==> config.mk <==
export PLATFORM = sky130hd
export DESIGN_NAME = h264_annexb_nal_splitter
export DESIGN_NICKNAME = d
export VERILOG_FILES = /design/src/sv/h264nal_pkg.sv /design/src/sv/h264_annexb_nal_splitter.sv
export SDC_FILE = /design/constraint.sdc
export NUM_CORES = 1
export LEC_CHECK = 0
export BUFFER_PORTS_ARGS = -buffer_cell sky130_fd_sc_hd__buf_2
export CAP_MARGIN = 20
export CORE_MARGIN = 2
export CORE_UTILIZATION = 45
export DETAILED_ROUTE_END_ITERATION = 8
export PLACE_DENSITY_LB_ADDON = 0.3
export SLEW_MARGIN = 20
export SYNTH_ARGS = -nofsm -noshare
export SYNTH_HDL_FRONTEND = slang
export SYNTH_SLANG_ARGS = --single-unit
export TNS_END_PERCENT = 1
==> constraint.sdc <==
create_clock -name clock -period 7.9 [get_ports clock]
set_input_delay 0.395 -clock clock [delete_from_list [all_inputs] [get_ports clock]]
set_output_delay 0.395 -clock clock [all_outputs]
set_load 0.02 [all_outputs]
==> src/sv/h264nal_pkg.sv <==
// Package for the H.264 Annex B start-code splitter.
// Holds the parse phase type, error codes, prefix lengths and the result record.
// No dependencies.
package h264nal_pkg;

   localparam int unsigned BUFFER_BYTES_DEFAULT = 65536;

   localparam logic [2:0] PREFIX_NONE  = 3'd0;
   localparam logic [2:0] PREFIX_SHORT = 3'd3;
   localparam logic [2:0] PREFIX_LONG  = 3'd4;

   typedef enum logic [1:0] {
      ERR_NONE     = 2'd0,
      ERR_OPENING  = 2'd1,
      ERR_TOO_LONG = 2'd2
   } error_kind_type;

   typedef enum logic [1:0] {
      PH_OPEN = 2'd0,   // seeking the opening start code
      PH_HEAD = 2'd1,   // next byte is the unit header
      PH_BODY = 2'd2,   // inside a unit
      PH_DROP = 2'd3    // discard up to the last byte
   } phase_type;

   typedef struct packed {
      logic [15:0]    unit_offset;
      logic [15:0]    unit_length;
      logic [2:0]     prefix_length;
      logic           zero_bit;
      logic [1:0]     ref_idc;
      logic [4:0]     unit_type;
      error_kind_type error_kind;
      logic           end_of_buffer;
   } rsp_type;

endpackage

==> src/sv/h264_annexb_nal_splitter.sv <==
// A result is registered: it appears on rsp_* in the cycle after the byte that closes its unit.
// Throughput: one byte per cycle; the input stalls only while a result is held
// by rsp_stall, since the single result register parts the two channels.
// Reset (synchronous, active high) clears the parse state and the result valid;
// after the byte marked last the parse state returns to its reset values on its own.
// Depends on h264nal_pkg.
module h264_annexb_nal_splitter #(
   parameter int unsigned BUFFER_BYTES = h264nal_pkg::BUFFER_BYTES_DEFAULT
) (
   input  logic        clock,
   input  logic        reset,
   // byte input channel
   input  logic        req_valid,
   output logic        req_stall,
   input  logic [7:0]  req_data_byte,
   input  logic        req_last_byte,
   // unit report channel
   output logic        rsp_valid,
   input  logic        rsp_stall,
   output logic [15:0] rsp_unit_offset,
   output logic [15:0] rsp_unit_length,
   output logic [2:0]  rsp_prefix_length,
   output logic        rsp_zero_bit,
   output logic [1:0]  rsp_ref_idc,
   output logic [4:0]  rsp_unit_type,
   output logic [1:0]  rsp_error_kind,
   output logic        rsp_end_of_buffer
);

   // Position counts up to BUFFER_BYTES itself, so it needs one bit past the index width.
   localparam int unsigned PW = $clog2(BUFFER_BYTES) + 1;
   localparam logic [PW-1:0] POS_LIMIT = PW'(BUFFER_BYTES);

   // ---------------------------------------------------------------
   // Parse state
   // ---------------------------------------------------------------
   logic [23:0]            window_ff,  window_in;   // last three bytes, oldest on top
   logic [PW-1:0]          pos_ff,     pos_in;      // position of the next byte
   logic [PW-1:0]          start_ff,   start_in;    // position of the unit header byte
   logic [2:0]             prefix_ff,  prefix_in;
   logic [7:0]             header_ff,  header_in;
   h264nal_pkg::phase_type phase_ff,   phase_in;

   // Result register
   logic                   rsp_valid_ff, rsp_valid_in;
   h264nal_pkg::rsp_type   rsp_ff,       rsp_in;

   logic                   req_xfer;
   logic                   fire;        // this byte closes a unit or raises an error
   h264nal_pkg::rsp_type   result;

   // Hold the input only while a finished result waits to be taken.
   assign req_stall = rsp_valid_ff & rsp_stall;
   assign req_xfer  = req_valid & ~req_stall;

   // ---------------------------------------------------------------
   // Per-byte parse step
   // ---------------------------------------------------------------
   logic [7:0]  b3, b2, b1, d;
   logic [31:0] q32, start32, code_at32;
   logic        zero_pair, sc3, sc4;

   always_comb begin
      b3      = window_ff[23:16];
      b2      = window_ff[15:8];
      b1      = window_ff[7:0];
      d       = req_data_byte;
      q32     = 32'(pos_ff);
      start32 = 32'(start_ff);

      zero_pair = (b2 == 8'h00) && (b1 == 8'h00) && (d == 8'h01);
      sc3       = (q32 >= start32 + 32'd3) && zero_pair;
      sc4       = sc3 && (q32 >= start32 + 32'd4) && (b3 == 8'h00);
      code_at32 = sc4 ? (q32 - 32'd3) : (q32 - 32'd2);

      window_in = window_ff;
      pos_in    = pos_ff;
      start_in  = start_ff;
      prefix_in = prefix_ff;
      header_in = header_ff;
      phase_in  = phase_ff;

      fire                 = 1'b0;
      result.unit_offset   = 16'(start_ff);
      result.unit_length   = 16'd0;
      result.prefix_length = prefix_ff;
      result.zero_bit      = header_ff[7];
      result.ref_idc       = header_ff[6:5];
      result.unit_type     = header_ff[4:0];
      result.error_kind    = h264nal_pkg::ERR_NONE;
      result.end_of_buffer = req_last_byte;

      if (phase_ff == h264nal_pkg::PH_DROP) begin
         // discard
      end else if (pos_ff >= POS_LIMIT) begin
         // overrun: drop the open unit and the rest of the buffer
         fire     = 1'b1;
         phase_in = h264nal_pkg::PH_DROP;
         result   = '0;
         result.error_kind    = h264nal_pkg::ERR_TOO_LONG;
         result.end_of_buffer = 1'b1;
      end else begin
         case (phase_ff)
            h264nal_pkg::PH_OPEN: begin
               if ((q32 == 32'd2) && zero_pair) begin
                  start_in  = PW'(3);
                  prefix_in = h264nal_pkg::PREFIX_SHORT;
                  phase_in  = h264nal_pkg::PH_HEAD;
               end else if (q32 >= 32'd3) begin
                  if ((b3 == 8'h00) && zero_pair) begin
                     start_in  = PW'(4);
                     prefix_in = h264nal_pkg::PREFIX_LONG;
                     phase_in  = h264nal_pkg::PH_HEAD;
                  end else begin
                     fire     = 1'b1;
                     phase_in = h264nal_pkg::PH_DROP;
                     result   = '0;
                     result.error_kind    = h264nal_pkg::ERR_OPENING;
                     result.end_of_buffer = 1'b1;
                  end
               end
            end
            h264nal_pkg::PH_HEAD: begin
               header_in = d;
               if (req_last_byte) begin
                  // one-byte unit closed by the end of the buffer
                  fire                 = 1'b1;
                  result.unit_length   = 16'd1;
                  result.zero_bit      = d[7];
                  result.ref_idc       = d[6:5];
                  result.unit_type     = d[4:0];
                  result.end_of_buffer = 1'b1;
               end else begin
                  phase_in = h264nal_pkg::PH_BODY;
               end
            end
            h264nal_pkg::PH_BODY: begin
               if (sc3) begin
                  fire               = 1'b1;
                  result.unit_length = 16'(code_at32 - start32);
                  start_in  = PW'(q32 + 32'd1);
                  prefix_in = sc4 ? h264nal_pkg::PREFIX_LONG : h264nal_pkg::PREFIX_SHORT;
                  phase_in  = h264nal_pkg::PH_HEAD;
               end else if (req_last_byte) begin
                  fire                 = 1'b1;
                  result.unit_length   = 16'(q32 + 32'd1 - start32);
                  result.end_of_buffer = 1'b1;
               end
            end
            default: begin
            end
         endcase
      end

      // advance the window and the position
      window_in = {window_ff[15:0], d};
      if (pos_ff < POS_LIMIT) begin
         pos_in = pos_ff + PW'(1);
      end

      // end of buffer: back to reset values
      if (req_last_byte) begin
         window_in = '0;
         pos_in    = '0;
         start_in  = '0;
         prefix_in = h264nal_pkg::PREFIX_NONE;
         header_in = '0;
         phase_in  = h264nal_pkg::PH_OPEN;
      end
   end

   always_ff @(posedge clock) begin
      if (reset) begin
         window_ff <= '0;
         pos_ff    <= '0;
         start_ff  <= '0;
         prefix_ff <= h264nal_pkg::PREFIX_NONE;
         header_ff <= '0;
         phase_ff  <= h264nal_pkg::PH_OPEN;
      end else if (req_xfer) begin
         window_ff <= window_in;
         pos_ff    <= pos_in;
         start_ff  <= start_in;
         prefix_ff <= prefix_in;
         header_ff <= header_in;
         phase_ff  <= phase_in;
      end
   end

   // ---------------------------------------------------------------
   // Result register: load on a byte that closes a unit or raises an error, drop once transferred
   // ---------------------------------------------------------------
   always_comb begin
      rsp_valid_in = rsp_valid_ff;
      rsp_in       = rsp_ff;
      if (req_xfer && fire) begin
         rsp_valid_in = 1'b1;
         rsp_in       = result;
      end else if (!rsp_stall) begin
         rsp_valid_in = 1'b0;
      end
   end

   always_ff @(posedge clock) begin
      if (reset) begin
         rsp_valid_ff <= 1'b0;
      end else begin
         rsp_valid_ff <= rsp_valid_in;
      end
   end

   always_ff @(posedge clock) begin
      rsp_ff <= rsp_in;
   end

   assign rsp_valid         = rsp_valid_ff;
   assign rsp_unit_offset   = rsp_ff.unit_offset;
   assign rsp_unit_length   = rsp_ff.unit_length;
   assign rsp_prefix_length = rsp_ff.prefix_length;
   assign rsp_zero_bit      = rsp_ff.zero_bit;
   assign rsp_ref_idc       = rsp_ff.ref_idc;
   assign rsp_unit_type     = rsp_ff.unit_type;
   assign rsp_error_kind    = rsp_ff.error_kind;
   assign rsp_end_of_buffer = rsp_ff.end_of_buffer;

   // ---------------------------------------------------------------
   // Assertions
   // ---------------------------------------------------------------
   a_err_closes: assert property (@(posedge clock) disable iff (reset)
      rsp_valid_ff && (rsp_ff.error_kind != h264nal_pkg::ERR_NONE)
      |-> rsp_ff.end_of_buffer && (rsp_ff.prefix_length == h264nal_pkg::PREFIX_NONE))
      else $error("error result without end_of_buffer or with a prefix");

   a_unit_prefix: assert property (@(posedge clock) disable iff (reset)
      rsp_valid_ff && (rsp_ff.error_kind == h264nal_pkg::ERR_NONE)
      |-> (rsp_ff.prefix_length == h264nal_pkg::PREFIX_SHORT) ||
          (rsp_ff.prefix_length == h264nal_pkg::PREFIX_LONG))
      else $error("unit result with a bad prefix length");

   a_last_clears: assert property (@(posedge clock) disable iff (reset)
      req_xfer && req_last_byte
      |=> (pos_ff == '0) && (phase_ff == h264nal_pkg::PH_OPEN))
      else $error("state not cleared after the last byte");

   a_pos_bound: assert property (@(posedge clock) disable iff (reset)
      pos_ff <= POS_LIMIT)
      else $error("byte position past the buffer limit");

   a_held_result: assert property (@(posedge clock) disable iff (reset)
      rsp_valid_ff && rsp_stall |=> rsp_valid_ff && $stable(rsp_ff))
      else $error("stalled result lost or changed");

endmodule
==> results_dict.tcl <==
set metrics [dict create \
    irDropWorstVdd_mv 0.154 \
    dp_slack_ps 1030 \
    crit_fanout 7 \
    setup_ws_ps 875 \
    hold_depth 2 \
    rows 48 \
    clk_pin_slew_ps 70 \
    r2r_cells 25 \
    skew_ps 14.9 \
    cts_hold_buf 0 \
    endpoint_kind "flip-flop" \
    cts_setup_buffers 0 \
    final_nets 1062 \
    holdCritStartpoint "req_data_byte[5]" \
    diodes 0 \
    antenna_found_initial 0 \
    fin_crit_ps 7020 \
    dieArea_sq_um 19000 \
    grt_pass1_wl_mm 33.8 \
    yosys_warnings 0 \
    syn_to_final_growth_pct 12.4 \
    grt_max_degree 72 \
    max_slew_margin_pct 30.6 \
    max_freq_ghz 0.142 \
    syn_inst 939 \
    r2r_end "rsp_unit_length[14]$_SDFFCE_PP0P_" \
    setup_viol 0 \
    die_h_um 138 \
    yosys_register_bits 116 \
    synth_ff_type "dfxtp_1" \
    post-route-period-util_pct 88.9 \
    status "finished clean" \
    maxSlewViolCount 0 \
    cp.required_ps 8050 \
    tns_ps 0 \
    ys_async_sr_fraction_pct 0 \
    rsz0062_at_grt "false" \
    synth_cell_types 64 \
    dr.pass1.iters 5 \
    ant_nets 0 \
    critPathKind "reg2reg" \
    cts-root-buf "clkbuf_16" \
    synth_xor_xnor_area_share_pct 8.60 \
    reg2reg_slack_ps 880 \
    yosysSeqAreaShare_pct 34.5 \
    gp_congestion 0.982 \
    start_util_pct 46.2 \
    power.density_nw_per_um2 169 \
    syn_area_per_cell_sq_um 8.57 \
    io_pins 61 \
    critPathLaunchType "flip-flop" \
    final_common_cell "nor2_1" \
    grtUsageTotal_pct 23.3 \
    synth_nets 1032 \
    cts_resized 0 \
    drc 0 \
    grt_pass1_vias 6393 \
    clk_latency_ps 440 \
    drt_iter0_markers 533 \
    synth_edf_count 45 \
    power_leakage_nw 3.53 \
    vias 6965 \
    finalHoldViolCount 0 \
    mostFrequentLayoutCells "nor2_1 (131), a21oi_1 (93), ha_1 (78)" \
    worstHoldPathType "in2reg" \
    vias_per_cell 5.77 \
    wl_per_cell_um 17.8 \
    r2r-start "start_ff[2]$_SDFFE_PP0P_" \
    dp_hpwl_mm 15.7 \
    synth.area.mux_share_pct 1.88 \
    tightest_slew_ps 1040 \
    overflow 0 \
    drive_gt1_share_pct 11.5 \
    wirelength_mm 21.5 \
    cts_tree "built" \
    cts_buffer_depth 2 \
    clock-sinks 116 \
    synth_top_family_by_area "simple AND/OR/NAND/NOR gates" \
    min_to "rsp_ref_idc[0]$_DFFE_PP_" \
    yosys.area_share.adder_pct 12.6 \
    yosys.area_share.simple_pct 21.8 \
    synth_compound_area_share_pct 16.1 \
    synth_area_sq_um 8040 \
    die_w_um 138 \
    core_sq_um 17400 \
    numCtsBuffers 17 \
    drv_cap 0 \
    worstPathArrival_ps 7180 \
    ctsHtreeMaxLevel 4 \
    io_buffers 60 \
]
## cell families after synthesis
group / after synthesis
simple gates: 354
compound gates: 206
flops: 116
buf+inv: 89
fa+ha+maj: 80
xor+xnor: 79
mux: 15
## state kept, by name, summed over array words and instances, names as in the netlist
register,cells
window_ff,24
pos_ff,17
start_ff,17
rsp_unit_length,16
rsp_unit_offset,16
header_ff,8
rsp_unit_type,5
phase_ff,2
prefix_ff,2
rsp_error_kind,2
rsp_prefix_length,2
rsp_ref_idc,2
rsp_end_of_buffer,1
rsp_valid,1
rsp_zero_bit,1
## cell usage after synthesis (27+ instances only)
master	number	area, sq um
edfxtp_1	45	1350
clkbuf_1	48	180
nor3_1	32	160
inv_1	32	120
xnor2_1	52	455
ha_1	78	976
nor2_1	131	492
o21ai_0	30	150
a21oi_1	93	465
dfxtp_1	71	1420
xor2_1	27	236
nand2_1	56	210
## final cells by class
cell class              count  area (sq um)
fillers                  1652          8370
multi-input cells         734          4940
flip-flops and latches    116          2770
clock buffers              17           425
repair buffers             68           360
well taps                 225           282
clock inverters            15           139
inverters                  32           120
## stage by stage
step / total power, mW / util (%) / hold slack [ps] / area (sq um) / std cells
3_3_place_gp: 0.796 / 48.7 / 437 / 8480 / 1175
4_1_cts: 1.53 / 51.9 / 265 / 9040 / 1207
3_5_place_dp: 0.797 / 48.7 / 445 / 8480 / 1175
5_1_grt: 1.58 / 51.9 / 286 / 9040 / 1207
6_report: 1.53 / 51.9 / 281 / 9040 / 1207
2_1_floorplan: 0.757 / - / 427 / 8040 / 939
## critical path, cell delays in order (launching register included)
cell and delay [ps]:
dfxtp_1 450, ha_1 240, nand3_1 220, nor4_1 610, nand3_1 270, nor3_1 240
xnor2_1 150, ha_1 270, a21oi_1 150, o21ai_0 120, a2111oi_2 690, nor3_4 170
xnor2_1 230, ha_1 180, inv_1 50, fa_1 400, a21o_1 220, a21o_1 210
a2111oi_0 640, o41ai_1 290, a21o_1 240, a21oi_1 210, o21ai_0 140, xor2_1 150
a22oi_1 140, nor2_1 50
## power breakdown
| part | switching (mW) | internal, mW | leakage, nW |
|---|---|---|---|
| Combinational | 0.0966 | 0.0500 | 2.27 |
| Sequential | 0.00659 | 0.632 | 0.980 |
| Clock | 0.326 | 0.414 | 0.277 |
| Total | 0.429 | 1.10 | 3.53 |
## metal layers
layer	track usage (%)	wire [um]	share of wire (%)	vias to the layer above
met5	0	0	0	-
met2	35.9	9860	46	210
met1	32.4	10000	46	3283
met3	3.90	1140	5.3	44
li1	-	-	-	3428
met4	9.30	539	2.5	0
## how the worst max path moves through the flow
stage / start / to / depth (start not counted)
2_1_floorplan: start_ff[2]$_SDFFE_PP0P_ / rsp_end_of_buffer$_DFFE_PP_ / 14
3_3_place_gp: start_ff[2]$_SDFFE_PP0P_ / rsp_unit_length[14]$_SDFFCE_PP0P_ / 25
3_5_place_dp: start_ff[2]$_SDFFE_PP0P_ / rsp_unit_length[14]$_SDFFCE_PP0P_ / 25
4_1_cts: start_ff[2]$_SDFFE_PP0P_ / rsp_unit_length[14]$_SDFFCE_PP0P_ / 25
5_1_grt: start_ff[2]$_SDFFE_PP0P_ / rsp_unit_length[14]$_SDFFCE_PP0P_ / 25
6_report: start_ff[2]$_SDFFE_PP0P_ / rsp_unit_length[14]$_SDFFCE_PP0P_ / 25
Power figures use the tool's default switching activity.
